## src/rtl/achr_ram.sv

```systemverilog
// achr_ram: generic RAM, one write port and two registered read ports.
// No dependencies.
module achr_ram #(
	parameter int WIDTH = 16,
	parameter int DEPTH = 128
) (
	input  logic                     clk,
	input  logic                     we,
	input  logic [$clog2(DEPTH)-1:0] waddr,
	input  logic [WIDTH-1:0]         wdata,
	input  logic [$clog2(DEPTH)-1:0] raddr_a,
	input  logic [$clog2(DEPTH)-1:0] raddr_b,
	output logic [WIDTH-1:0]         rdata_a,
	output logic [WIDTH-1:0]         rdata_b
);

	logic [WIDTH-1:0] mem_q [DEPTH];

	// write port and registered reads
	always_ff @(posedge clk) begin
		if (we) begin
			mem_q[waddr] <= wdata;
		end
		rdata_a <= mem_q[raddr_a];
		rdata_b <= mem_q[raddr_b];
	end

endmodule

```

## config.mk

```make
export PLATFORM = sky130hd
export DESIGN_NAME = achr_ram
export DESIGN_NICKNAME = d
export VERILOG_FILES = /design/src/rtl/achr_ram.sv
export SDC_FILE = /design/constraint.sdc
export NUM_CORES = 2
export LEC_CHECK = 0
export BUFFER_PORTS_ARGS = -buffer_cell sky130_fd_sc_hd__buf_2
export CAP_MARGIN = 20
export CORE_MARGIN = 5
export CORE_UTILIZATION = 68
export CTS_CLUSTER_SIZE = 8
export DETAILED_ROUTE_END_ITERATION = 7
export HOLD_SLACK_MARGIN = 0.1
export PLACE_DENSITY = 0.85
export SLEW_MARGIN = 0
export SYNTH_ARGS = -nofsm -noshare
export SYNTH_HDL_FRONTEND = slang
export SYNTH_SLANG_ARGS = --single-unit
```

## constraint.sdc

```tcl
create_clock -name clk -period 6.4 [get_ports clk]
set_input_delay 0 -clock clk [delete_from_list [all_inputs] [get_ports clk]]
set_output_delay 0 -clock clk [all_outputs]
set_load 0.005 [all_outputs]
```

Word-level counts from Yosys, hierarchy flattened
Memory sizes are Yosys's and may differ from the RTL's. A register that Yosys moved wholly into a read port is not among the register bits.
Cells that the tools add are included.
{"block": "word_totals", "word_cells": 3, "output_inout_bits": 32, "register_bits": 0, "inputBits": 39, "mem_bits_rw": 2048, "n_memories": 1}
{"memory": "mem_q", "words": 128, "word_bits": 16, "rd": 2, "rd_clocked_by_memory_dff": 2, "wr": 1, "line_no": "17", "source": "logic [WIDTH-1:0] mem_q [DEPTH];"}
{"block": "op_classes", "muxes": 2}
{"operator": "$mux 1", "count": 2}

Longest topological paths before layout
{"block": "depth", "word_depth": 2, "mapped_depth": 7}

Worst setup path after synthesis
Ideal clock, no wire load.
{"block": "synth_timing", "path_kind": "input to register", "start": "input raddr_b[0]", "end": "register rdata_b[0], read port of mem_q", "t_arrival_ns": 2.371, "stages": 6, "setup_time_ns": 0.121, "t_required_ns": 6.279, "path_slack_ns": 3.908, "path_cell_list": "buf_2 -> clkbuf_1 -> mux4_2 -> mux4_2 -> mux4_2 -> mux2_2"}
{"element": "from (decl)", "line_no": "12", "source": "input logic [$clog2(DEPTH)-1:0] raddr_b,"}
{"element": "to (decl)", "line_no": "14", "source": "output logic [WIDTH-1:0] rdata_b"}

==> metrics.md <==
| Metric | Value |
|---|---|
| Status | finished, violations left |
| Failing checks | DRC |
| GR Util All Layers | 46.4% |
| Row Count | 137 |
| Post-layout min period | 3370 ps |
| Final worst setup slack | 3030 ps |
| Async S/R FF share, synth | 0% |
| DR DRC count | 8 |
| Post-CTS resize count | 0 |
| Hold Path Class | input pin to flop |
| CP cell instances | buf_8, buf_4, mux4_2, mux4_2, mux4_2, mux2_2, dlygate4sd3_1 |
| Commonest cells in the netlist | edfxtp_1, mux4_2, clkbuf_1, nor2_1, buf_2 |
| Synthesis-to-layout area growth | 13.2% |
| Yosys top cell by area | edfxtp_1 |
| Vias | 56400 |
| Ports | 71 |
| Worst-margin pin slew | 1200 ps |
| Max Clk Rate | 0.297 GHz |
| Clk slew on worst S/H paths | 50 ps |
| CP required | 7190 ps |
| Worst VDD drop | 0.329 mV |
| Grt ovf | 0 |
| Largest net degree at the start of global routing | 129 |
| Slowest cell on crit path | buf_4 |
| Hold_ws | 132 ps |
| Sum Neg Setup Slack | 0 ps |
| Postcts setup bufs | 0 |
| Pleak | 33.1 nW |
| Mapped Nets | 3980 |
| Crit. End Element | flop |
| Clk_skew | 42.9 ps |
| Most used DFF post-synth | edfxtp_1 |
| Yosys cell types | 16 |
| Final ANT Viol Nets | 0 |
| Synth Cell Area | 0.0948 mm2 |
| Die height | 383 um |
| Fin cells | 6231 |
| Max-cap violations | 0 |
| Placer Congestion | 0.875 |
| Pre-CTS setup slack | 2850 ps |
| Initial antenna violation count | 48 |
| Worst Path Arrival | 4160 ps |
| CTS buffer count | 309 |
| Pwr Total | 32.8 mW |
| Post-Route Utilization | 77.2% |
| Fin area | 0.107 mm2 |
| Core footprint | 0.139 mm2 |
| Final setup violating endpoints | 0 |
| YS warnings | 0 |
| RSZ-0062 raised after global routing | false |
| Buffers on Ports | 70 |
| CTS max path bufs | 4 |
| Layout cells sized above 1 | 48.0% |
| DR WL/cell | 53.6 um |
| Post-synth EDFFs | 2048 |
| Htree depth | 5 |
| # nets final | 4267 |
| Critical Path Start Type | input pin |
| First-pass GRT wire length | 463 mm |
| Cells after Synth | 3941 |
| Inst Count DP | 5751 |
| Slew Viols, Final | 0 |
| Pwr dens | 306 mW/mm2 |
| CTS Sinks | 2080 |
| TritonCTS clock tree | yes |
| Top cells by area, synth | edfxtp_1, mux4_2, dfxtp_1 |
| Relative slew slack | 20.3% |
| Mean area per synthesized cell | 24.1 um2 |
| Hold Violations, Final | 0 |
| CP Max Fanout | 85 |
| Vias in the first global route | 57400 |
| Most used cell along the critical path | mux4_2 |
| Hold Buf Count CTS | 37 |
| CP max stage delay | 800 ps |
| Final HPWL DP | 166 mm |
| #FFs+latches synth | 2080 |
| Clock root buffer | clkbuf_16 |
| Clock latency on the worst-skew pair | 940 ps |
| Top cell type's share of synthesized area | 64.9% |
| WHS Path Cells | 4 |
| Tcrit/Tclk final | 52.7% |
| Critical path type | input pin to flop |
| Sequential area share after synthesis | 65.6% |
| Starting Density | 68.2% |
| Cells on worst reg2reg path | 5 |
| Fillers | 5926 |
| Count leader, synth | edfxtp_1 |
| Die Width | 383 um |
| DIE AREA | 0.147 mm2 |
| DRT iter0 DRCs | 12900 |
| Cell Area, Placed | 0.0984 mm2 |
| Pre-Repair DR Iteration Count | 8 |
| Via/cell ratio | 9.06 |
| Detailed Route WL | 334 mm |
[flip-flops by register name, indices dropped and copies added (netlist names)]
| signal | flops |
|---|---|
| rdata_a | 16 |
| rdata_b | 16 |
| mem_q | 2048 |
[final timing paths]
check	start	end	slack [ps]
worst max-delay path	raddr_b[2]	rdata_b[3]$_DFF_P_	3030
worst min-delay path	raddr_b[3]	rdata_b[8]$_DFF_P_	130
worst max register to register	mem_q[118][3]$_DFFE_PP_	rdata_b[3]$_DFF_P_	3200
worst min register to register	mem_q[6][4]$_DFFE_PP_	rdata_b[4]$_DFF_P_	1200
[power by group]
group,total (mW),leakage (nW),internal (mW),switching [mW]
logic,2.65,10.4,1.09,1.56
clock network,14.9,4.05,8.90,6.02
registers,15.2,18.7,15.1,0.149
total,32.8,33.1,25.1,7.73
[cell families after synthesis]
family                 Yosys count  synth area share, %
DFF                           2080                 65.6
buffers and inverters          315                 1.40
and+or+nand+nor                170                0.735
muxes                         1376                 32.3
[cell usage in the layout (no fill, tap or decap), drive strengths merged]
cell / synthesis / routed
nand2: 14 / 14
nor3: 9 / 9
clkbuf: 163 / 415
diode: 0 / 20
buf: 152 / 254
nor2b: 7 / 7
dlygate4sd3: 0 / 37
edfxtp: 2048 / 2048
clkinv: 0 / 1
nand3: 12 / 12
or3: 1 / 1
mux2: 32 / 32
dfxtp: 32 / 32
nand2b: 2 / 2
inv: 0 / 2
nor2: 122 / 122
nand4: 3 / 3
mux4: 1344 / 1344
[layout make-up]
cell class                 count  area, um2  share of cell area [%]
multi-input combinational   1546      31800                    29.6
clock buffer                 415       8320                    7.75
clock inverter                 3       33.8                  0.0315
antenna                       20       50.0                  0.0466
tap                         1876       2350                    2.19
timing repair buffer         291       2670                    2.49
sequential                  2080      62100                    57.9
[critical path, delay by kind of cell]
| family | cells | cell delay [ps] |
|---|---|---|
| mux | 4 | 1930 |
| buf+inv | 3 | 1950 |
[routing by layer]
metal / share of wire (%) / vias up / GRT usage, % / wire length (um)
met3: 19 / 1985 / 21.2 / 63500
met4: 8.2 / 44 / 26.5 / 27300
met5: 0.14 / - / 0.992 / 474
met2: 45 / 7526 / 68.0 / 150000
met1: 28 / 28400 / 58.5 / 92400
li1: - / 18500 / - / -
Power figures use the tool's default switching activity.
