$ cat config.mk
export PLATFORM = sky130hd
export DESIGN_NAME = achr_div
export DESIGN_NICKNAME = d
export VERILOG_FILES = /design/src/rtl/achr_div.sv
export SDC_FILE = /design/constraint.sdc
export NUM_CORES = 1
export LEC_CHECK = 0
export ABC_CLOCK_PERIOD_IN_PS = 2100
export BUFFER_PORTS_ARGS = -buffer_cell sky130_fd_sc_hd__clkbuf_2
export CORE_ASPECT_RATIO = 0.7
export CORE_MARGIN = 1
export CORE_UTILIZATION = 49
export CTS_BUF_LIST = sky130_fd_sc_hd__clkbuf_16
export DETAILED_ROUTE_END_ITERATION = 7
export GPL_TIMING_DRIVEN = 0
export MAX_ROUTING_LAYER = met4
export PLACE_DENSITY = 0.76
export SETUP_SLACK_MARGIN = 0.5
export SYNTH_ARGS = -nofsm -noshare
export SYNTH_HDL_FRONTEND = slang
export SYNTH_SLANG_ARGS = --single-unit
$ cat constraint.sdc
create_clock -name clk -period 2.1 [get_ports clk]
set_input_delay 0.42 -clock clk [delete_from_list [all_inputs] [get_ports clk]]
set_output_delay 0.42 -clock clk [all_outputs]
set_load 0.01 [all_outputs]
$ cat src/rtl/achr_div.sv
// achr_div: restoring divider, one quotient bit per cycle.
// No dependencies.
module achr_div #(
	parameter int NUM_W = 19,
	parameter int DEN_W = 8
) (
	input  logic             clk,
	input  logic             arst_n,
	input  logic             start,
	input  logic [NUM_W-1:0] num,
	input  logic [DEN_W-1:0] den,
	output logic             done,
	output logic [NUM_W-1:0] quot
);

	localparam int CNT_W = $clog2(NUM_W + 1);

	logic [NUM_W-1:0] quo_q;
	logic [DEN_W-1:0] den_q;
	logic [DEN_W-1:0] rem_q;
	logic [CNT_W-1:0] cnt_q;
	logic             run_q;
	logic             done_q;
	logic [DEN_W:0]   trial;
	logic             ge;

	// shift in the next dividend bit and try the subtract
	assign trial = {rem_q, quo_q[NUM_W-1]};
	assign ge    = (trial >= {1'b0, den_q});
	assign done  = done_q;
	assign quot  = quo_q;

	always_ff @(posedge clk or negedge arst_n) begin
		if (!arst_n) begin
			quo_q  <= '0;
			den_q  <= '0;
			rem_q  <= '0;
			cnt_q  <= '0;
			run_q  <= 1'b0;
			done_q <= 1'b0;
		end else begin
			done_q <= 1'b0;
			if (start) begin
				quo_q <= num;
				den_q <= den;
				rem_q <= '0;
				cnt_q <= CNT_W'(NUM_W);
				run_q <= 1'b1;
			end else if (run_q) begin
				quo_q <= {quo_q[NUM_W-2:0], ge};
				rem_q <= ge ? DEN_W'(trial - {1'b0, den_q}) : trial[DEN_W-1:0];
				cnt_q <= cnt_q - CNT_W'(1);
				if (cnt_q == CNT_W'(1)) begin
					run_q  <= 1'b0;
					done_q <= 1'b1;
				end
			end
		end
	end

endmodule

# --- Word-level counts from Yosys, hierarchy flattened ---
# Index checks and enable logic that the tools add are counted.
word_totals:
  register_bits: 42
  in_bits: 30
  out_inout_bits: 20
  elab_cells: 24
op_classes:
  add_sub_neg: 2
  n_lt_le_gt_ge: 1
  n_eq_ne: 1
  n_mux: 13
  reduce_logical: 1
op_table:
  columns: ["cell", "count"]
  rows:
  - ["2-to-1 mux 19 bit", 2]
  - ["2-to-1 mux 8 bit", 3]
  - ["2-to-1 mux 5 bit", 2]
  - [">= comparator 9 x 8 -> 1 bit", 1]
  - ["subtractor 8 bit", 1]
  - ["2-to-1 mux 1 bit", 6]
  - ["== test 5 x 1 -> 1 bit, second input constant", 1]
  - ["subtractor 5 x 1 -> 5 bit, second input constant", 1]
  - ["nonzero test 2 bit", 1]

# --- Depth between registers and ports, before layout ---
logic_depth:
  word_depth: 4
  depth_mapped: 9
  depth_no_buf: 8

# --- Least setup slack after synthesis ---
# OpenSTA, ideal clock, no wires.
synth_timing:
  path_kind: "flip-flop to flip-flop"
  start: "register rem_q[5]"
  end: "register rem_q[2]"
  setup_ps: 126
  arrival_time_ps: 1955
  required_time_ps: 1974
  setup_slack_ps: 19
  path_stages_with_launch: 9
  n_path_buf: 2
  synth_period_minus_slack_ps: 2081
  path_cell_list: "dfrtp_1 -> ha_1 -> a21oi_1 -> o21ai_1 -> a211o_1 -> buf_2 -> or2_1 -> buf_6 -> o311a_1"
synth_between:
  elab_chain_len: 4
synth_lines:
  columns: ["element", "line", "rtl"]
  rows:
  - ["start, declared", "20", "logic [DEN_W-1:0] rem_q;"]
  - ["start signal, assigned", "51", "rem_q <= ge ? DEN_W'(trial - {1'b0, den_q}) : trial[DEN_W-1:0];"]
  - [">= comparator 9 x 8 -> 1 bit", "29", "assign ge = (trial >= {1'b0, den_q});"]
  - ["2-to-1 mux 8 bit", "51", null]
  - ["2-to-1 mux 8 bit", "49", "end else if (run_q) begin"]
  - ["2-to-1 mux 8 bit", "43", "if (start) begin"]
# Every way passes these cells. The select of a mux whose other input is x is not followed.
# A chain may end at the register's enable or synchronous reset.

# --- Final worst setup path ---
layout_timing:
  start: "register rem_q[2]"
  end: "register quo_q[0], in the netlist quot[0]"
layout_between:
  elab_chain_len: 3
layout_lines:
  columns: ["element", "line", "rtl"]
  rows:
  - [">= comparator 9 x 8 -> 1 bit", "29", null]
  - ["2-to-1 mux 19 bit", "49", null]
  - ["2-to-1 mux 19 bit", "43", null]
  - ["end signal, assigned", "44", "quo_q <= num;"]
  - ["end signal, assigned", "50", "quo_q <= {quo_q[NUM_W-2:0], ge};"]
  - ["end, declared", "18", "logic [NUM_W-1:0] quo_q;"]
# Every way passes these cells. The select of a mux whose other input is x is not followed.

==> flow_summary.toml <==
[power]
peakVddDrop_uv = 564
p_total_uw = 3600
power_density_nw_per_um2 = 1170
leakagePower_uw = 0.00154

[place]
gp_congestion = 0.885
dp_hpwl_um = 4090
place_ws_ns = -0.117
placedCellCount = 346
placement.io_buffers = 48

[synthesis]
avgSynthCellArea_um2 = 9.58
synth_xor_xnor_area_share_pct = 2.63
yosys.area.top_type = "dfrtp_1"
synth_edf_count = 0
synth_top_family_by_area = "compound AO/OA/AOI/OAI gates"
synth_compound_area_share_pct = 17.5
netlist.area_leader.share_pct = 45.1
yosysWarnings = 0
ys_types = 48
syn_nets = 284
synthAdderAreaFrac_pct = 6.23
synthMuxAreaShare_pct = 8.22
ys_seq_area_share_pct = 45.1
synth_ff_type = "dfrtp_1"
syn_inst = 243
ys_top_cells_by_area = "dfrtp_1 (45%), mux2i_1 (7.7%), o21ai_0 (6.4%)"
synth-simple-area-share_pct = 15.4
synthesis.area_um2 = 2330
ys_ff_latch = 42
postSynth.asyncResetShare_pct = 100

[outcome]
violations = "design-rule violations"
status = "finished, violations left"

[critical_path]
worstPathArrival_ns = 2.24
cp_slowest_stage_delay_ns = 0.43
crit_family = "compound AO/OA/AOI/OAI gates"
path_cells = "ha_4, nand3_4, and2_4, a2111oi_4, buf_4, nor3_1, o31ai_1"
r2r_end = "quot[0]$_DFFE_PN0P_"
crit_buf_inv = 1
cp_slowest_cell = "a2111oi_4"
reg2reg_depth = 7
reg2reg_from = "rem_q[2]$_DFFE_PN0P_"
worst-path-max-fanout = 5
critPathKind = "reg -> reg"
cp.required_ns = 2.27
start_kind = "register"
rrSetupSlack_ns = 0.03
crit_path_end_kind = "register"

[cts]
h-tree-depth = 2
cts-root-buf = "clkbuf_16"
path_clk_slew_ns = 0.06
cts_buffers = 5
clock_latency_ns = 0.28
clkSinkCount = 42
hold_buffers = 0
cts_buffer_depth = 2
cts_tree = "yes"

[die]
die_x_um = 84.4
coreArea_um2 = 4450
initial_core_util_pct = 52.3
dieArea_um2 = 5040
boundaryPins = 50
rows = 20
fp.dieH_um = 59.7

[detailed_routing]
avgRoutedWirePerCell_um = 16.2
wirelength_um = 5970
via_count = 2071
drt_first_pass_iters = 7
drt_iter0_markers = 113
drc = 4
ant_nets = 0
vias_per_cell = 5.61

[sta]
rsz0062_at_grt = "true"
slew_violations = 0
skew_ns = 0.00657
hold_violations = 0
min_period_over_period_pct = 98.6
setup_tns_ns = 0
setup_ws_ns = 0.0288
max_freq_mhz = 483
tightest_slew_ns = 1.04
relSlewSlack_pct = 30.7
final.min_clock_period_ns = 2.07
setup_viol = 0

[finish]
syn_to_final_growth_pct = 32.0
final_layout_size_suffix_gt1_share_pct = 32.5
diodes = 0
most-common-layout-cells = "clkbuf_2 (50), dfrtp_1 (41), nand2_1 (34), o21ai_0 (30), mux2i_1 (18)"
mostFrequentLayoutCell = "clkbuf_2"
final_cell_count_no_fill = 369
final_nets = 354

[worst_hold_path]
min_path_type = "in -> async"

[run]
cap_violations = 0

[grt]
grt_usage_pct = 25.7
grt.overflow.total = 0
antenna_found_initial = 0
grt_max_degree = 43
grt_pass1_vias = 1915
grt_pass1_wl_um = 9540
## flip-flops by register name, indices dropped and copies added (netlist names)
register	count
cnt_q	5
done	1
rem_q	8
run_q	1
den_q	8
quot	19
## cells by family after synthesis
| family | after synthesis |
|---|---|
| muxes | 19 |
| xor gates and xnor gates | 7 |
| buffers and inverters | 28 |
| adders and majority gates | 11 |
| DFF | 42 |
| AOI/OAI and AO/OA | 60 |
| and+or+nand+nor | 76 |
## worst max-delay path by stage
stage / startpoint / endpoint / slack, ns / depth (start not counted)
global placement: den_q[1]$_DFFE_PN0P_ / rem_q[1]$_DFFE_PN0P_ / -0.07 / 8
floorplan: quot[18]$_DFFE_PN0P_ / rem_q[2]$_DFFE_PN0P_ / 0.12 / 9
global route: rem_q[2]$_DFFE_PN0P_ / rem_q[0]$_DFFE_PN0P_ / -0.02 / 7
finish: rem_q[2]$_DFFE_PN0P_ / quot[0]$_DFFE_PN0P_ / 0.03 / 7
CTS: quot[18]$_DFFE_PN0P_ / rem_q[2]$_DFFE_PN0P_ / 0.07 / 9
detailed placement: den_q[1]$_DFFE_PN0P_ / rem_q[1]$_DFFE_PN0P_ / -0.12 / 8
## metrics by stage
stage / area (um^2) / hold slack [ns] / util [%]
global placement: 2710 / 0.513 / 60.8
CTS: 3010 / 0.343 / 67.7
finish: 3070 / 0.305 / 69.0
detailed placement: 2710 / 0.510 / 60.8
global route: 3070 / 0.350 / 69.0
floorplan: 2400 / 0.124 / -
## timing repair
| action | 4_1_cts | 5_1_grt |
|---|---|---|
| pin swaps | 6 | 3 |
| gates resized for setup | 11 | 9 |
| setup endpoints to repair | 19 | 20 |
| setup buffers | 12 | 3 |
## power by group
part	switching [uW]	leakage, uW	internal, uW
Clock	301	0.0000864	552
Combinational	820	0.000940	843
Sequential	139	0.000512	946
Total	1260	0.00154	2340
## final cells by class
class                           count  area, um^2
Sequential cell                    42        1050
Buffer                             14        72.6
Tap cell                           55        68.8
Timing Repair Buffer               63         353
Clock buffer                        5         125
Inverter                           14        52.6
Multi-Input combinational cell    173        1310
Clock inverter                      3        37.5
Fill cell                         361        1380
## Yosys cell counts (3+ instances only)
master and instances:
a21oi_1 5, clkbuf_1 9, dfrtp_1 42, ha_1 10, inv_1 13, mux2i_1 18, nand2_1 34, nand2b_1 4
nand4_1 3, nor2_1 15, nor3_1 4, nor4_1 4, o211ai_1 4, o21ai_0 30, o311a_1 3, xnor2_1 5
## metal layers
layer	part of all wire (%)	up-vias	GRT usage [%]
li1	-	1003	-
met1	47	992	35.1
met2	45	69	40.0
met3	6.4	7	6.08
met4	0.80	0	4.84
met5	0	-	-
Power figures use the tool's default switching activity.
