`src/rtl/achr_pkg.sv`:
```
// achr_pkg: shared widths, register indexes, reset values and structs for the
// autocorrelation heart-rate block. No dependencies.
package achr_pkg;

	localparam int SAMPLE_W   = 16;
	localparam int HR_W       = 16;
	localparam int STEP_W     = 8;
	localparam int LAG_W      = 7;
	localparam int LAGC_W     = LAG_W + 1;
	localparam int RATE_W     = 16;
	localparam int CFG_IDX_W  = 2;
	localparam int CFG_DATA_W = 16;

	localparam int DEF_WINDOW_LENGTH  = 128;
	localparam int DEF_HISTORY_LENGTH = 8;
	localparam int DEF_MEDIAN_SPAN    = 4;

	// configuration register indexes
	localparam logic [CFG_IDX_W-1:0] REG_ANALYSIS_INTERVAL = 2'd0;
	localparam logic [CFG_IDX_W-1:0] REG_MIN_LAG           = 2'd1;
	localparam logic [CFG_IDX_W-1:0] REG_MAX_LAG           = 2'd2;
	localparam logic [CFG_IDX_W-1:0] REG_RATE_CONSTANT     = 2'd3;

	// configuration reset values
	localparam logic [STEP_W-1:0] RST_ANALYSIS_INTERVAL = 8'd64;
	localparam logic [LAG_W-1:0]  RST_MIN_LAG           = 7'd8;
	localparam logic [LAG_W-1:0]  RST_MAX_LAG           = 7'd40;
	localparam logic [RATE_W-1:0] RST_RATE_CONSTANT     = 16'd15000;

	typedef struct packed {
		logic [STEP_W-1:0] analysis_interval;
		logic [LAG_W-1:0]  min_lag;
		logic [LAG_W-1:0]  max_lag;
		logic [RATE_W-1:0] rate_constant;
	} cfg_t;

	// head of the front-to-back queue
	typedef struct packed {
		logic valid;
		logic trig;
	} desc_t;

	// back-to-front control
	typedef struct packed {
		logic pop;
		logic analysis_done;
	} back_ctl_t;

	typedef struct packed {
		logic [HR_W-1:0] hr;
		logic            upd;
	} result_t;

endpackage

```
`src/rtl/achr_corr.sv`:
```
// achr_corr: circular autocorrelation at one lag, one product per cycle
// through a two-port window read. Depends on achr_pkg.
module achr_corr #(
	parameter int WINDOW_LENGTH = achr_pkg::DEF_WINDOW_LENGTH
) (
	input  logic                                                    clk,
	input  logic                                                    arst_n,
	input  logic                                                    start,
	input  logic [$clog2(WINDOW_LENGTH)-1:0]                        lag_idx,
	input  logic [$clog2(WINDOW_LENGTH):0]                          fill,
	output logic [$clog2(WINDOW_LENGTH)-1:0]                        raddr_a,
	output logic [$clog2(WINDOW_LENGTH)-1:0]                        raddr_b,
	input  logic [achr_pkg::SAMPLE_W-1:0]                           rdata_a,
	input  logic [achr_pkg::SAMPLE_W-1:0]                           rdata_b,
	output logic                                                    done,
	output logic signed [2*achr_pkg::SAMPLE_W+$clog2(WINDOW_LENGTH):0] result
);
	import achr_pkg::*;

	localparam int AW     = $clog2(WINDOW_LENGTH);
	localparam int PROD_W = 2 * SAMPLE_W;
	localparam int ACC_W  = PROD_W + AW + 1;

	logic                       busy_q;
	logic [AW-1:0]              i_q;
	logic [AW-1:0]              j_q;
	logic                       iss_s1;
	logic                       last_s1;
	logic                       va_s1;
	logic                       vb_s1;
	logic                       v_s2;
	logic                       last_s2;
	logic signed [PROD_W-1:0]   prod_s2;
	logic signed [ACC_W-1:0]    acc_q;
	logic                       done_q;
	logic signed [SAMPLE_W-1:0] a_val;
	logic signed [SAMPLE_W-1:0] b_val;
	logic                       last_iss;

	assign last_iss = (i_q == AW'(WINDOW_LENGTH - 1));
	assign raddr_a  = i_q;
	assign raddr_b  = j_q;

	// entries never written read as zero
	assign a_val = va_s1 ? $signed(rdata_a) : '0;
	assign b_val = vb_s1 ? $signed(rdata_b) : '0;

	assign done   = done_q;
	assign result = acc_q;

	// address sweep over the window
	always_ff @(posedge clk or negedge arst_n) begin
		if (!arst_n) begin
			busy_q <= 1'b0;
			i_q    <= '0;
			j_q    <= '0;
		end else if (start) begin
			busy_q <= 1'b1;
			i_q    <= '0;
			j_q    <= lag_idx;
		end else if (busy_q) begin
			i_q <= i_q + AW'(1);
			j_q <= (j_q == AW'(WINDOW_LENGTH - 1)) ? '0 : j_q + AW'(1);
			if (last_iss) begin
				busy_q <= 1'b0;
			end
		end
	end

	// read, multiply and accumulate stages
	always_ff @(posedge clk or negedge arst_n) begin
		if (!arst_n) begin
			iss_s1  <= 1'b0;
			last_s1 <= 1'b0;
			va_s1   <= 1'b0;
			vb_s1   <= 1'b0;
			v_s2    <= 1'b0;
			last_s2 <= 1'b0;
			prod_s2 <= '0;
			acc_q   <= '0;
			done_q  <= 1'b0;
		end else begin
			iss_s1  <= busy_q;
			last_s1 <= busy_q & last_iss;
			va_s1   <= ({1'b0, i_q} < fill);
			vb_s1   <= ({1'b0, j_q} < fill);
			v_s2    <= iss_s1;
			last_s2 <= last_s1;
			prod_s2 <= PROD_W'(a_val * b_val);
			if (start) begin
				acc_q <= '0;
			end else if (v_s2) begin
				acc_q <= acc_q + {{(ACC_W-PROD_W){prod_s2[PROD_W-1]}}, prod_s2};
			end
			done_q <= v_s2 & last_s2;
		end
	end

endmodule

```
`config.mk`:
```
export PLATFORM = sky130hd
export DESIGN_NAME = achr_corr
export DESIGN_NICKNAME = d
export VERILOG_FILES = /design/src/rtl/achr_pkg.sv /design/src/rtl/achr_corr.sv
export SDC_FILE = /design/constraint.sdc
export NUM_CORES = 1
export LEC_CHECK = 0
export ABC_AREA = 1
export BUFFER_PORTS_ARGS = -buffer_cell sky130_fd_sc_hd__buf_2
export CAP_MARGIN = 20
export CORE_MARGIN = 5
export CORE_UTILIZATION = 59
export DETAILED_ROUTE_END_ITERATION = 6
export PLACE_DENSITY = 0.78
export SLEW_MARGIN = 0
export SYNTH_ARGS = -nofsm -noshare
export SYNTH_HDL_FRONTEND = slang
export SYNTH_SLANG_ARGS = --single-unit
```
`constraint.sdc`:
```
create_clock -name clk -period 7.17 [get_ports clk]
set_input_delay 0.3585 -clock clk [delete_from_list [all_inputs] [get_ports clk]]
set_output_delay 0.3585 -clock clk [all_outputs]
set_load 0.01 [all_outputs]
```
==> Word-level counts from Yosys, hierarchy flattened <==
Index checks and enable logic that the tools add are counted.
{ "word_totals": {"reg_bits": 94, "input_bits": 50, "out_inout_bits": 55, "wordCells": 36} }
{ "classes": {"n_addsub": 3, "n_mul": 1, "magnitude_cmp": 2, "eq_ne": 2, "n_mux": 12, "n_bitwise": 2, "reduce_logical": 2} }
{ "ops": {"columns": ["cell", "n"], "rows": [
  ["two-way mux 40 bit", 2],
  ["adder 40 bit", 1],
  ["two-way mux 7 bit", 5],
  ["multiplier 16 x 16 -> 32 bit", 1],
  ["two-way mux 16 bit", 2],
  ["< comparator 7 x 8 -> 1 bit", 2],
  ["adder 7 x 1 -> 7 bit (second input constant)", 2],
  ["== test 7 bit (second input constant)", 2],
  ["nonzero test 2 bit", 2],
  ["two-way mux 1 bit", 3],
  ["bitwise AND 1 bit", 2]
]} }

==> Longest topological paths before layout <==
{ "depth": {"depth_word": 4, "depth_mapped": 28} }

==> Worst setup path before layout <==
No wires, ideal clock.
{ "synth_path": {"path_kind": "register to register", "startpoint": "register vb_s1", "endpoint": "register prod_s2[30]", "setup_ps": 117, "arrival_ps": 5523, "setup_slack_ps": 1530, "stages_incl_launch_ff": 22, "synth_period_minus_slack_ps": 5640, "path_cell_list": "dfrtp_1 > buf_2 > buf_2 > nand2_1 > nor2_1 > fa_1 > fa_1 > inv_1 > fa_1 > fa_1 > fa_1 > fa_1 > inv_1 > ha_1 > a21oi_1 > o21bai_1 > a21oi_1 > o21ai_0 > a21oi_1 > nand2_1 > nand2_1 > nand2_1"} }
{ "synth_via": {"elab_chain_cells": 2} }
{ "synth_lines": {"columns": ["element", "line", "source"], "rows": [
  ["from (decl)", "achr_corr.sv:30", "logic vb_s1;"],
  ["from (signal assigned)", "achr_corr.sv:86", "vb_s1 <= ({1'b0, j_q} < fill);"],
  ["two-way mux 16 bit", "achr_corr.sv:46", "assign b_val = vb_s1 ? $signed(rdata_b) : '0;"],
  ["multiplier 16 x 16 -> 32 bit", "achr_corr.sv:89", "prod_s2 <= PROD_W'(a_val * b_val);"],
  ["to (signal assigned)", "achr_corr.sv:89", null],
  ["to (decl)", "achr_corr.sv:33", "logic signed [PROD_W-1:0] prod_s2;"]
]} }
No other way between the ends.
A chain may end at the register's enable or synchronous reset.

==> Worst setup path in the final report <==
{ "layout_path": {"startpoint": "register vb_s1", "endpoint": "register prod_s2[31]"} }
Same word-level chain as after synthesis.

==> flow_metrics.py <==
metrics = {
    "min_path": {
        "hold_class": "primary input to async pin",
    },
    "timing": {
        "finalMaxSlewViolations": 0,
        "post-route-period-util_pct": 96.05,
        "tightest_slew_ns": 0.8274,
        "setup_violations": 0,
        "rsz0062_at_grt": "false",
        "slew_headroom_pct": 44.71,
        "clock_skew_ns": 0.01478,
        "fin_crit_ns": 6.886,
        "fmax_ghz": 0.1452,
        "fin_setup_tns_ns": 0,
        "hold_viol_final": 7,
        "hold_ws_ns": -0.02669,
    },
    "grt": {
        "grt_pass1_wl_um": 77960,
        "gr-usage-all-layers_pct": 31.49,
        "first_global_vias": 15120,
        "grt_max_degree": 52,
        "overflow": 0,
        "antenna_found_initial": 0,
    },
    "floorplanning": {
        "die_w_um": 178.9,
        "core_area_mm2": 0.02801,
        "num_rows": 61,
        "die_h_um": 178.9,
        "ios": 105,
        "initial_core_util_pct": 60.12,
        "die_area_mm2": 0.03202,
    },
    "outcome": {
        "violations": "negative hold slack",
        "status": "finished with violations",
    },
    "clock_tree": {
        "h-tree-depth": 3,
        "cts_buffer_depth": 2,
        "cts.sinks": 94,
        "clockRootBuffer": "clkbuf_16",
        "clk_pin_slew_ns": 0.08,
        "holdBufCountCts": 0,
        "cts_tree": "yes",
        "clock_latency_ns": 0.37,
        "cts_made_buffers": 9,
    },
    "detailed_routing": {
        "drtIter0Drc": 1154,
        "wl_um": 48710,
        "wire_per_inst_um": 17.79,
        "via_per_inst": 5.459,
        "via_count": 14950,
        "dr.pass1.iters": 5,
        "antenna_left": 0,
        "drc_errors": 0,
    },
    "synth": {
        "synth-edff-count": 0,
        "syn-num-nets": 2711,
        "ys_warn_count": 0,
        "yosys_most_used_dff": "dfrtp_1",
        "async_flop_share_pct": 100.0,
        "synth_area_mm2": 0.01684,
        "yosysSeqAreaShare_pct": 13.97,
        "synth_cell_types": 40,
        "avgSynthCellArea_um2": 7.441,
        "yosys_register_bits": 94,
        "synth_cells": 2263,
    },
    "worst_setup_path": {
        "criticalPathCategory": "flop to flop",
        "critPathCaptureType": "flop",
        "reg2reg_from": "vb_s1",
        "critical_path.endpoint": "prod_s2[31]",
        "critical_path.startpoint": "vb_s1",
        "worstPathArrival_ns": 7.13,
        "worst-path-max-fanout": 18,
        "crit_path_start_kind": "flop",
        "ff2ff_path_depth": 22,
        "r2r_setup_slack_ns": 0.28,
        "rr_endpoint": "prod_s2[31]",
        "required_ns": 7.42,
    },
    "final_layout": {
        "multi_input_area_mm2": 0.01246,
        "area.sequential_mm2": 0.002352,
        "antennaDiodeCount": 0,
        "drive_above_1_share_pct": 7.331,
        "final_common_cell": "nand2_1",
        "final_cell_mix": "nand2_1, inv_1, nor2_1, fa_1, ha_1",
        "fill_cells": 2545,
        "area_delta_synth_final_pct": 7.341,
        "layout.nets": 2803,
        "final_cells": 2738,
    },
    "job": {
        "max_cap_viol_count": 0,
    },
    "placement": {
        "hpwl_um": 41780,
        "place.gp.congestion": 1.031,
        "io_buffers": 104,
        "dp.cells": 2722,
    },
}
## through the flow
step           cell area [um2]  utilization [%]  worst slack, ns
2_1_floorplan            16840                -            1.530
3_3_place_gp             17770            63.45           0.4306
3_5_place_dp             17770            63.45           0.3225
4_1_cts                  18070            64.52           0.2947
5_1_grt                  18080            64.53          0.03861
6_report                 18080            64.53           0.2835
## final cells by class
class	instances	area share [%]
multi-input cells	1632	68.96
flip-flops and latches	94	13.01
inverters	505	10.49
repair buffers	113	3.267
well taps	378	2.616
clock buffers	9	1.246
clock inverters	7	0.4153
## worst max-delay path, cell delays in order, from the launching register on
cell,delay (ns)
dfrtp_1,0.84
nand2_1,0.65
inv_1,0.28
nand2_1,0.15
fa_1,0.52
inv_1,0.07
fa_1,0.74
fa_1,0.51
fa_1,0.51
fa_1,0.49
inv_1,0.05
fa_1,0.47
inv_1,0.04
ha_1,0.40
nand2_1,0.14
nor2_1,0.12
inv_1,0.07
nor2_1,0.28
nand3_1,0.13
nand2_1,0.13
inv_1,0.05
nand2_1,0.05
nand2_1,0.05
## timing repair
action,in CTS,in global routing
resized for setup,0,1
endpoints found under the hold margin,0,0
setup endpoints to repair,0,1
buffers inserted,0,0
## metal layers
metal  vias up  share of wire [%]  GRT usage (%)
li1       6954                  -              -
met1      7146                 41          41.81
met2       714                 45          49.69
met3       134                 11          9.321
met4         0                3.8          10.65
met5         -                  0              0
## cells by family (layout without fill, tap and decap cells)
| group | count (synthesis) | count (layout) | synth area share (%) |
|---|---|---|---|
| AND/OR/NAND/NOR | 1045 | 1045 | 25.29 |
| buffers and inverters | 537 | 634 | 12.04 |
| AO/OA/AOI/OAI | 149 | 149 | 5.320 |
| XOR/XNOR | 40 | 40 | 2.080 |
| flip-flops | 94 | 94 | 13.97 |
| adder cells (fa/ha/maj) | 398 | 398 | 41.30 |
## worst min-delay path by stage
stage | startpoint | depth (start not counted) | to
detailed placement | last_s1 | 0 | last_s2
global placement | last_s1 | 0 | last_s2
floorplan | arst_n | 0 | busy_q
CTS | arst_n | 1 | result[32]
global route | arst_n | 1 | result[32]
finish | arst_n | 1 | result[32]
## state kept, by name, indices dropped and copies added (netlist names)
register,count
prod_s2,32
last_s2,1
result,40
iss_s1,1
done,1
v_s2,1
busy_q,1
raddr_b,7
va_s1,1
last_s1,1
raddr_a,7
vb_s1,1
## cell usage after synthesis (2+ instances only)
cell type	number	area [um2]
fa_1	263	5265
a21boi_0	4	30.03
ha_1	135	1689
o211ai_1	3	22.52
o31ai_1	2	15.01
nand3_2	6	60.06
xnor2_1	11	96.34
nor2_1	269	1010
and3_1	2	12.51
nor3_2	2	20.02
nand3_1	77	385.4
a22oi_1	5	37.54
a21o_1	9	67.56
nand3b_1	13	97.59
dfrtp_1	94	2352
xor2_1	29	254.0
nand2_2	15	93.84
o21bai_1	8	60.06
a21oi_1	66	330.3
a21oi_2	3	26.28
a221oi_1	2	17.52
clkinv_1	9	33.78
clkbuf_1	22	82.58
inv_1	496	1862
nor3_1	9	45.04
o21ai_0	36	180.2
nor2_2	8	50.05
or2_2	2	12.51
nand4_1	20	125.1
a31oi_1	2	12.51
a22o_1	2	17.52
a32o_1	2	20.02
o21ai_2	3	26.28
nand2_1	619	2323
buf_2	10	50.05
Power is left out: the tool's default activity adds up to more than one toggle a clock period on the data nets, which glitch-free logic cannot reach.
