$ cat src/rtl/achr_pkg.sv
// achr_pkg: shared widths, register indexes, reset values and structs for the
// autocorrelation heart-rate block. No dependencies.
package achr_pkg;

	localparam int SAMPLE_W   = 16;
	localparam int HR_W       = 16;
	localparam int STEP_W     = 8;
	localparam int LAG_W      = 7;
	localparam int LAGC_W     = LAG_W + 1;
	localparam int RATE_W     = 16;
	localparam int CFG_IDX_W  = 2;
	localparam int CFG_DATA_W = 16;

	localparam int DEF_WINDOW_LENGTH  = 128;
	localparam int DEF_HISTORY_LENGTH = 8;
	localparam int DEF_MEDIAN_SPAN    = 4;

	// configuration register indexes
	localparam logic [CFG_IDX_W-1:0] REG_ANALYSIS_INTERVAL = 2'd0;
	localparam logic [CFG_IDX_W-1:0] REG_MIN_LAG           = 2'd1;
	localparam logic [CFG_IDX_W-1:0] REG_MAX_LAG           = 2'd2;
	localparam logic [CFG_IDX_W-1:0] REG_RATE_CONSTANT     = 2'd3;

	// configuration reset values
	localparam logic [STEP_W-1:0] RST_ANALYSIS_INTERVAL = 8'd64;
	localparam logic [LAG_W-1:0]  RST_MIN_LAG           = 7'd8;
	localparam logic [LAG_W-1:0]  RST_MAX_LAG           = 7'd40;
	localparam logic [RATE_W-1:0] RST_RATE_CONSTANT     = 16'd15000;

	typedef struct packed {
		logic [STEP_W-1:0] analysis_interval;
		logic [LAG_W-1:0]  min_lag;
		logic [LAG_W-1:0]  max_lag;
		logic [RATE_W-1:0] rate_constant;
	} cfg_t;

	// head of the front-to-back queue
	typedef struct packed {
		logic valid;
		logic trig;
	} desc_t;

	// back-to-front control
	typedef struct packed {
		logic pop;
		logic analysis_done;
	} back_ctl_t;

	typedef struct packed {
		logic [HR_W-1:0] hr;
		logic            upd;
	} result_t;

endpackage

$ cat src/rtl/achr_front.sv
// achr_front: accepts samples, writes the window, holds configuration and
// marks which samples start an analysis. Depends on achr_pkg.
module achr_front #(
	parameter int WINDOW_LENGTH = achr_pkg::DEF_WINDOW_LENGTH
) (
	input  logic                                 clk,
	input  logic                                 arst_n,
	input  logic                                 push,
	output logic                                 full,
	input  logic [achr_pkg::SAMPLE_W-1:0]        filtered_sample,
	input  logic                                 cfg_valid,
	output logic                                 cfg_ready,
	input  logic [achr_pkg::CFG_IDX_W-1:0]       cfg_index,
	input  logic [achr_pkg::CFG_DATA_W-1:0]      cfg_data,
	output logic                                 ram_we,
	output logic [$clog2(WINDOW_LENGTH)-1:0]     ram_waddr,
	output logic [achr_pkg::SAMPLE_W-1:0]        ram_wdata,
	output logic [$clog2(WINDOW_LENGTH):0]       fill,
	output achr_pkg::cfg_t                       cfg,
	output achr_pkg::desc_t                      desc,
	input  achr_pkg::back_ctl_t                  ctl
);
	import achr_pkg::*;

	localparam int AW = $clog2(WINDOW_LENGTH);

	logic [AW-1:0]     wr_ptr_q;
	logic [AW:0]       fill_q;
	logic [STEP_W-1:0] since_q;
	logic [STEP_W-1:0] since_inc;
	logic              hold_q;
	logic [1:0]        dcnt_q;
	logic              d0_q;
	logic              d1_q;
	cfg_t              cfg_q;
	logic              accept;
	logic              trig;

	// input transfer and analysis trigger
	assign accept    = push & ~full;
	assign full      = hold_q | (dcnt_q == 2'd2);
	assign since_inc = since_q + STEP_W'(1);
	assign trig      = (since_inc >= cfg_q.analysis_interval);
	assign cfg_ready = 1'b1;

	assign ram_we    = accept;
	assign ram_waddr = wr_ptr_q;
	assign ram_wdata = filtered_sample;
	assign fill      = fill_q;
	assign cfg       = cfg_q;
	assign desc.valid = (dcnt_q != 2'd0);
	assign desc.trig  = d0_q;

	// configuration registers
	always_ff @(posedge clk or negedge arst_n) begin
		if (!arst_n) begin
			cfg_q.analysis_interval <= RST_ANALYSIS_INTERVAL;
			cfg_q.min_lag           <= RST_MIN_LAG;
			cfg_q.max_lag           <= RST_MAX_LAG;
			cfg_q.rate_constant     <= RST_RATE_CONSTANT;
		end else if (cfg_valid && cfg_ready) begin
			case (cfg_index)
				REG_ANALYSIS_INTERVAL: cfg_q.analysis_interval <= cfg_data[STEP_W-1:0];
				REG_MIN_LAG:           cfg_q.min_lag           <= cfg_data[LAG_W-1:0];
				REG_MAX_LAG:           cfg_q.max_lag           <= cfg_data[LAG_W-1:0];
				REG_RATE_CONSTANT:     cfg_q.rate_constant     <= cfg_data[RATE_W-1:0];
				default: ;
			endcase
		end
	end

	// window pointer, fill count, step counter and hold during analysis
	always_ff @(posedge clk or negedge arst_n) begin
		if (!arst_n) begin
			wr_ptr_q <= '0;
			fill_q   <= '0;
			since_q  <= '0;
			hold_q   <= 1'b0;
		end else begin
			if (accept) begin
				wr_ptr_q <= (wr_ptr_q == AW'(WINDOW_LENGTH - 1)) ? '0 : wr_ptr_q + AW'(1);
				if (fill_q != (AW+1)'(WINDOW_LENGTH)) begin
					fill_q <= fill_q + (AW+1)'(1);
				end
				since_q <= trig ? '0 : since_inc;
			end
			if (accept && trig) begin
				hold_q <= 1'b1;
			end else if (ctl.analysis_done) begin
				hold_q <= 1'b0;
			end
		end
	end

	// two-entry queue to the back part
	always_ff @(posedge clk or negedge arst_n) begin
		if (!arst_n) begin
			dcnt_q <= 2'd0;
			d0_q   <= 1'b0;
			d1_q   <= 1'b0;
		end else begin
			case ({accept, ctl.pop})
				2'b10: begin
					if (dcnt_q == 2'd0) begin
						d0_q <= trig;
					end else begin
						d1_q <= trig;
					end
					dcnt_q <= dcnt_q + 2'd1;
				end
				2'b01: begin
					d0_q   <= d1_q;
					dcnt_q <= dcnt_q - 2'd1;
				end
				2'b11: begin
					if (dcnt_q == 2'd1) begin
						d0_q <= trig;
					end else begin
						d0_q <= d1_q;
						d1_q <= trig;
					end
				end
				default: ;
			endcase
		end
	end

endmodule

$ cat config.mk
export PLATFORM = sky130hd
export DESIGN_NAME = achr_front
export DESIGN_NICKNAME = d
export VERILOG_FILES = /design/src/rtl/achr_pkg.sv /design/src/rtl/achr_front.sv
export SDC_FILE = /design/constraint.sdc
export NUM_CORES = 1
export LEC_CHECK = 0
export BUFFER_PORTS_ARGS = -buffer_cell sky130_fd_sc_hd__buf_2
export CORE_ASPECT_RATIO = 0.7
export CORE_UTILIZATION = 30
export DETAILED_ROUTE_END_ITERATION = 6
export PLACE_DENSITY_LB_ADDON = 0.2
export SKIP_CTS_REPAIR_TIMING = 1
export SYNTH_ARGS = -nofsm -noshare
export SYNTH_HDL_FRONTEND = slang
export SYNTH_SLANG_ARGS = --single-unit
$ cat constraint.sdc
create_clock -name clk -period 2.94 [get_ports clk]
set_input_delay 0.147 -clock clk [delete_from_list [all_inputs] [get_ports clk]]
set_output_delay 0.147 -clock clk [all_outputs]
set_load 0.02 [all_outputs]
### Word-level counts from Yosys, hierarchy flattened

Cells that the tools add are included.
Widths: inputs -> output; s select.

| storage, ports and cells | value |
|---|---|
| bits in registers | 66 |
| bits of input ports | 40 |
| output and inout bits | 74 |
| word-level logic and storage cells | 59 |

| operators by class | value |
|---|---|
| add/subtract/negate cells | 5 |
| magnitude comparators | 1 |
| equality and inequality tests | 13 |
| multiplexer cells | 11 |
| bitwise gates (word level) | 3 |
| reductions and logical operators | 15 |

Operators by type and width:

| cell | count |
|---|---|
| $add 8x1->8 const B | 2 |
| $reduce_and 2->1 | 6 |
| $eq 2x2->1 const B | 5 |
| $ge 8x8->1 | 1 |
| $mux 8 | 1 |
| $ne 8x8->1 const B | 1 |
| $reduce_bool 2->1 | 4 |
| $add 7x1->7 const B | 1 |
| $eq 7x7->1 const B | 1 |
| $mux 7 | 1 |
| $eq 2x1->1 const B | 3 |
| $mux 1 | 6 |
| $ne 2x2->1 const B | 3 |
| $logic_not 2->1 | 2 |
| $pmux 2 s2 | 1 |
| $pmux 1 s3 | 1 |
| $reduce_and 3->1 | 1 |
| $reduce_bool 3->1 | 1 |
| $add 2x1->2 const B | 1 |
| $pmux 1 s2 | 1 |
| $sub 2x1->2 const B | 1 |
| $and 1x1->1 | 1 |
| $logic_and 1x1->1 | 1 |
| $not 1->1 | 1 |
| $or 1x1->1 | 1 |

### Depth between registers and ports, before layout

| depth | value |
|---|---|
| word-level depth | 7 |
| depth in mapped cells | 12 |
| gate-level depth less buffers | 11 |

### Worst setup path before layout

Ideal clock, no wire load.

| timing | value |
|---|---|
| path type | reg-to-reg |
| from | register since_q[0] |
| to | register since_q[6] |
| library setup time | 75 ps |
| arrival time | 2379 ps |
| data required time | 2865 ps |
| path slack | 486 ps |
| cell stages (with the launch flop) | 11 |
| path buffers | 1 |
| clock period less this slack | 2454 ps |
| cells stage by stage | dfrtp_1 ha_1 nand4_1 xnor2_1 ha_1 a21o_1 a221o_1 a21o_1 buf_6 nand2b_4 o21ai_2 |

| on the way | value |
|---|---|
| word-level cells in the longest chain between the ends | 3 |

RTL lines:

| element | RTL line | source |
|---|---|---|
| start: declaration | achr_front.sv:29 | `logic [STEP_W-1:0] since_q;` |
| start signal: assignment | achr_front.sv:85 | `since_q <= trig ? '0 : since_inc;` |
| $add 8x1->8 * | achr_front.sv:42 | `assign since_inc = since_q + STEP_W'(1);` |
| $ge 8x8->1 | achr_front.sv:43 | `assign trig = (since_inc >= cfg_q.analysis_interval);` |
| $mux 8 * | achr_front.sv:85 |  |

Every way passes the cells marked *; elsewhere a longest branch is shown, timed or not.
A chain may end at the register's enable or synchronous reset.

### Final worst setup path

| timing | value |
|---|---|
| from | register since_q[0] |
| to | register since_q[0] |

Same word-level chain as after synthesis.

==> key figures <==
Power and ir drop
  • VDD IR-drop max: 0.368 mV
  • Leakage: 1.97 nW
  • Power Density: 946 nW/um2

Route
  • Residual DRC: 0
  • DR WL/cell: 13.0 um
  • Iter 0 DRT Violations: 80
  • Antenna viol nets, final: 0
  • First-pass DRT Iterations: 4
  • Drt total wl: 6700 um
  • Average vias per placed instance: 4.42
  • Vias: 2282

Floorplan
  • Standard-cell row count: 31
  • Initial Util: 31.4%
  • Die footprint: 11400 um2
  • Core area: 10500 um2
  • I/O Pins: 114
  • Die height: 89.8 um
  • DIE WIDTH: 127 um

Placed design
  • GP Congestion: 0.742
  • Hpwl dp: 5020 um
  • Inst Count DP: 499
  • DP Area: 3770 um2
  • # port buffers: 80

Global route
  • GRT overflow: 0
  • Initial antenna violation count: 0
  • Global-route wire length before repair: 11300 um
  • Gr usage total: 12.8%
  • Largest net degree at the start of global routing: 35
  • Vias in the first global route: 2345

Cells and area
  • N_diodes: 0
  • Fill cell count: 1050
  • Fin nets: 422
  • Share of post-route cells with drive strength above 1: 40.5%
  • Final design area excluding fillers: 4120 um2
  • Area grow syn2layout: 24.7%
  • Fin cells: 516

Hold path
  • Worst Hold End: hold_q$_DFFE_PN0P_
  • WHS Path Cells: 2
  • Hold Crit Class: primary input to flop
  • HP Start: ctl[0]

Critical path
  • Reg-to-reg setup timing slack: 0.21 ns
  • Crit path required time: 3.20 ns
  • Arrival time worst endpoint: 2.99 ns
  • FF-to-FF End: since_q[0]$_DFFE_PN0P_
  • CP endpoint kind: flop
  • Worst r2r src: since_q[0]$_DFFE_PN0P_
  • Crit path max fanout: 10
  • Crit path launch type: flop
  • Setup CP Type: flop to flop
  • R2R depth: 9

STA
  • Slew Viols, Final: 0
  • Worst Max-Slew Pin Slew: 0.861 ns
  • Worst hold slack: 0.0247 ns
  • Fmax: 367 MHz
  • Fin. Hold Viols: 0
  • Post-layout min period: 2.73 ns
  • Final setup fails: 0
  • RSZ-0062 raised after global routing: false
  • Setup tns final: 0 ns
  • Worst Skew: 0.00665 ns
  • Period utilization: 92.7%
  • Slew headroom: 42.4%

Synthesis
  • Yosys top cell area share: 41.7%
  • Main area contributors after synthesis: dfrtp_1 42%, mux2_2 11%, dfstp_2 8.8%
  • Seq cells post-synth: 66
  • Synth warn: 0
  • Most common cell in the synthesized netlist: dfrtp_1
  • Mapped Nets: 349
  • Synth cell count leaders: 55 x dfrtp_1, 32 x mux2_2, 30 x nand2_1
  • Netlist cell types: 40
  • Sequential area share after synthesis: 50.4%
  • Synthesized area per cell: 11.4 um2
  • Synth Instances: 290
  • Cell taking the most area after synthesis: dfrtp_1
  • Post-synth ARST share: 100%
  • Cell Area, Synth: 3300 um2
  • Post-synth EDFFs: 0
  • Predominant post-synthesis flop cell: dfrtp_1

Clock network
  • Num CTS Buffers: 9
  • Clk root buf: clkbuf_16
  • Max clock buf depth: 2
  • Clock Sinks: 66
  • Clock transition at path regs: 0.05 ns
  • Clock Latency Late Sink: 0.32 ns
  • CTS tree: yes
  • H-tree lvl count: 3

Run status
  • Status: finished, final reports clean

Flow run
  • Maxcap violations: 0
-- where the power goes --
group | internal, mW | leakage, nW | switching (mW)
Combinational | 0.535 | 1.01 | 0.783
Clock | 0.831 | 0.159 | 0.384
Sequential | 1.16 | 0.798 | 0.198
-- worst max path at each step --
stage                                 startpoint                     end  slack, ns  cells after the start
after global placement    since_q[0]$_DFFE_PN0P_  since_q[6]$_DFFE_PN0P_       0.29                      9
after detailed placement  since_q[0]$_DFFE_PN0P_  since_q[6]$_DFFE_PN0P_       0.23                      9
after floorplan           since_q[0]$_DFFE_PN0P_  since_q[6]$_DFFE_PN0P_       0.49                     10
after global routing      since_q[0]$_DFFE_PN0P_  since_q[5]$_DFFE_PN0P_       0.04                      9
after CTS                 since_q[0]$_DFFE_PN0P_  since_q[6]$_DFFE_PN0P_       0.22                      9
final                     since_q[0]$_DFFE_PN0P_  since_q[0]$_DFFE_PN0P_       0.21                      9
-- logic make-up (layout without fill, tap and decap cells) --
kind of cell               after synthesis  in the layout  share of synthesized area, %
and+or+nand+nor                         71             71                          11.3
adders and majority gates               19             19                          7.20
buffers and inverters                   40            118                          6.90
xor gates and xnor gates                19             19                          5.04
AOI/OAI and AO/OA                       42             42                          8.11
muxes                                   32             32                          10.9
DFF                                     66             66                          50.4
other                                    1              1                         0.114
-- placed cells by master (no fill, tap or decap), types with 2 or more instances in the layout --
cell type / netlist / routed
a21o_1: 4 / 4
a21oi_1: 6 / 6
a22o_1: 2 / 2
a31oi_1: 2 / 2
and2_1: 3 / 3
and3_1: 4 / 4
and4_1: 2 / 2
buf_2: 2 / 80
buf_4: 18 / 3
bufinv_16: 0 / 3
clkbuf_16: 0 / 9
clkinvlp_4: 0 / 2
dfrtp_1: 55 / 55
dfstp_2: 11 / 11
ha_1: 19 / 19
inv_1: 17 / 17
mux2_2: 32 / 32
nand2_1: 30 / 30
nand3_1: 7 / 7
nand3b_1: 2 / 2
nand4_1: 6 / 6
nor2_1: 6 / 6
nor2b_1: 6 / 6
o21ai_0: 16 / 16
o21ai_2: 3 / 3
o31ai_1: 2 / 2
xnor2_1: 15 / 15
xor2_1: 4 / 4
-- routing by layer --
layer  vias to the layer above  track usage (%)  wire length [um]
met1                      1093             17.8              3430
met5                         -                0                 0
li1                       1123                -                 -
met4                         0             5.95               103
met2                        54             18.3              2880
met3                        12             3.69               284
-- flip-flops by register name, summed over array words and instances (netlist names) --
register / count
cfg: 38
fill: 8
since_q: 8
ram_waddr: 7
dcnt_q: 2
d0_q: 1
d1_q: 1
hold_q: 1
-- through the flow --
| step | setup slack, ns | power (mW) | utilization, % |
|---|---|---|---|
| finish | 0.214 | 3.90 | 39.2 |
| global route | 0.0388 | 4.19 | 39.2 |
| global placement | 0.288 | 2.70 | 35.8 |
| detailed placement | 0.230 | 2.72 | 35.8 |
| CTS | 0.218 | 3.97 | 39.1 |
| floorplan | 0.486 | 2.32 | - |
-- final cells by class --
| cell class | instances | area (um2) | area share, % |
|---|---|---|---|
| repair buffers | 85 | 453 | 11.0 |
| inverters | 17 | 63.8 | 1.55 |
| multi-input cells | 184 | 1410 | 34.2 |
| well taps | 148 | 185 | 4.50 |
| clock buffers | 10 | 229 | 5.56 |
| clock inverters | 6 | 114 | 2.76 |
| flip-flops and latches | 66 | 1670 | 40.4 |
-- worst max-delay path, cell delays in order, from the launching register on --
cell and delay, ns:
dfrtp_1 0.43, ha_1 0.29, nand4_1 0.13, xnor2_1 0.32, ha_1 0.32, a21o_1 0.20
a221o_1 0.35, a21o_1 0.31, nor2_4 0.16, mux2_2 0.16
(Power assumes the default switching activity.)
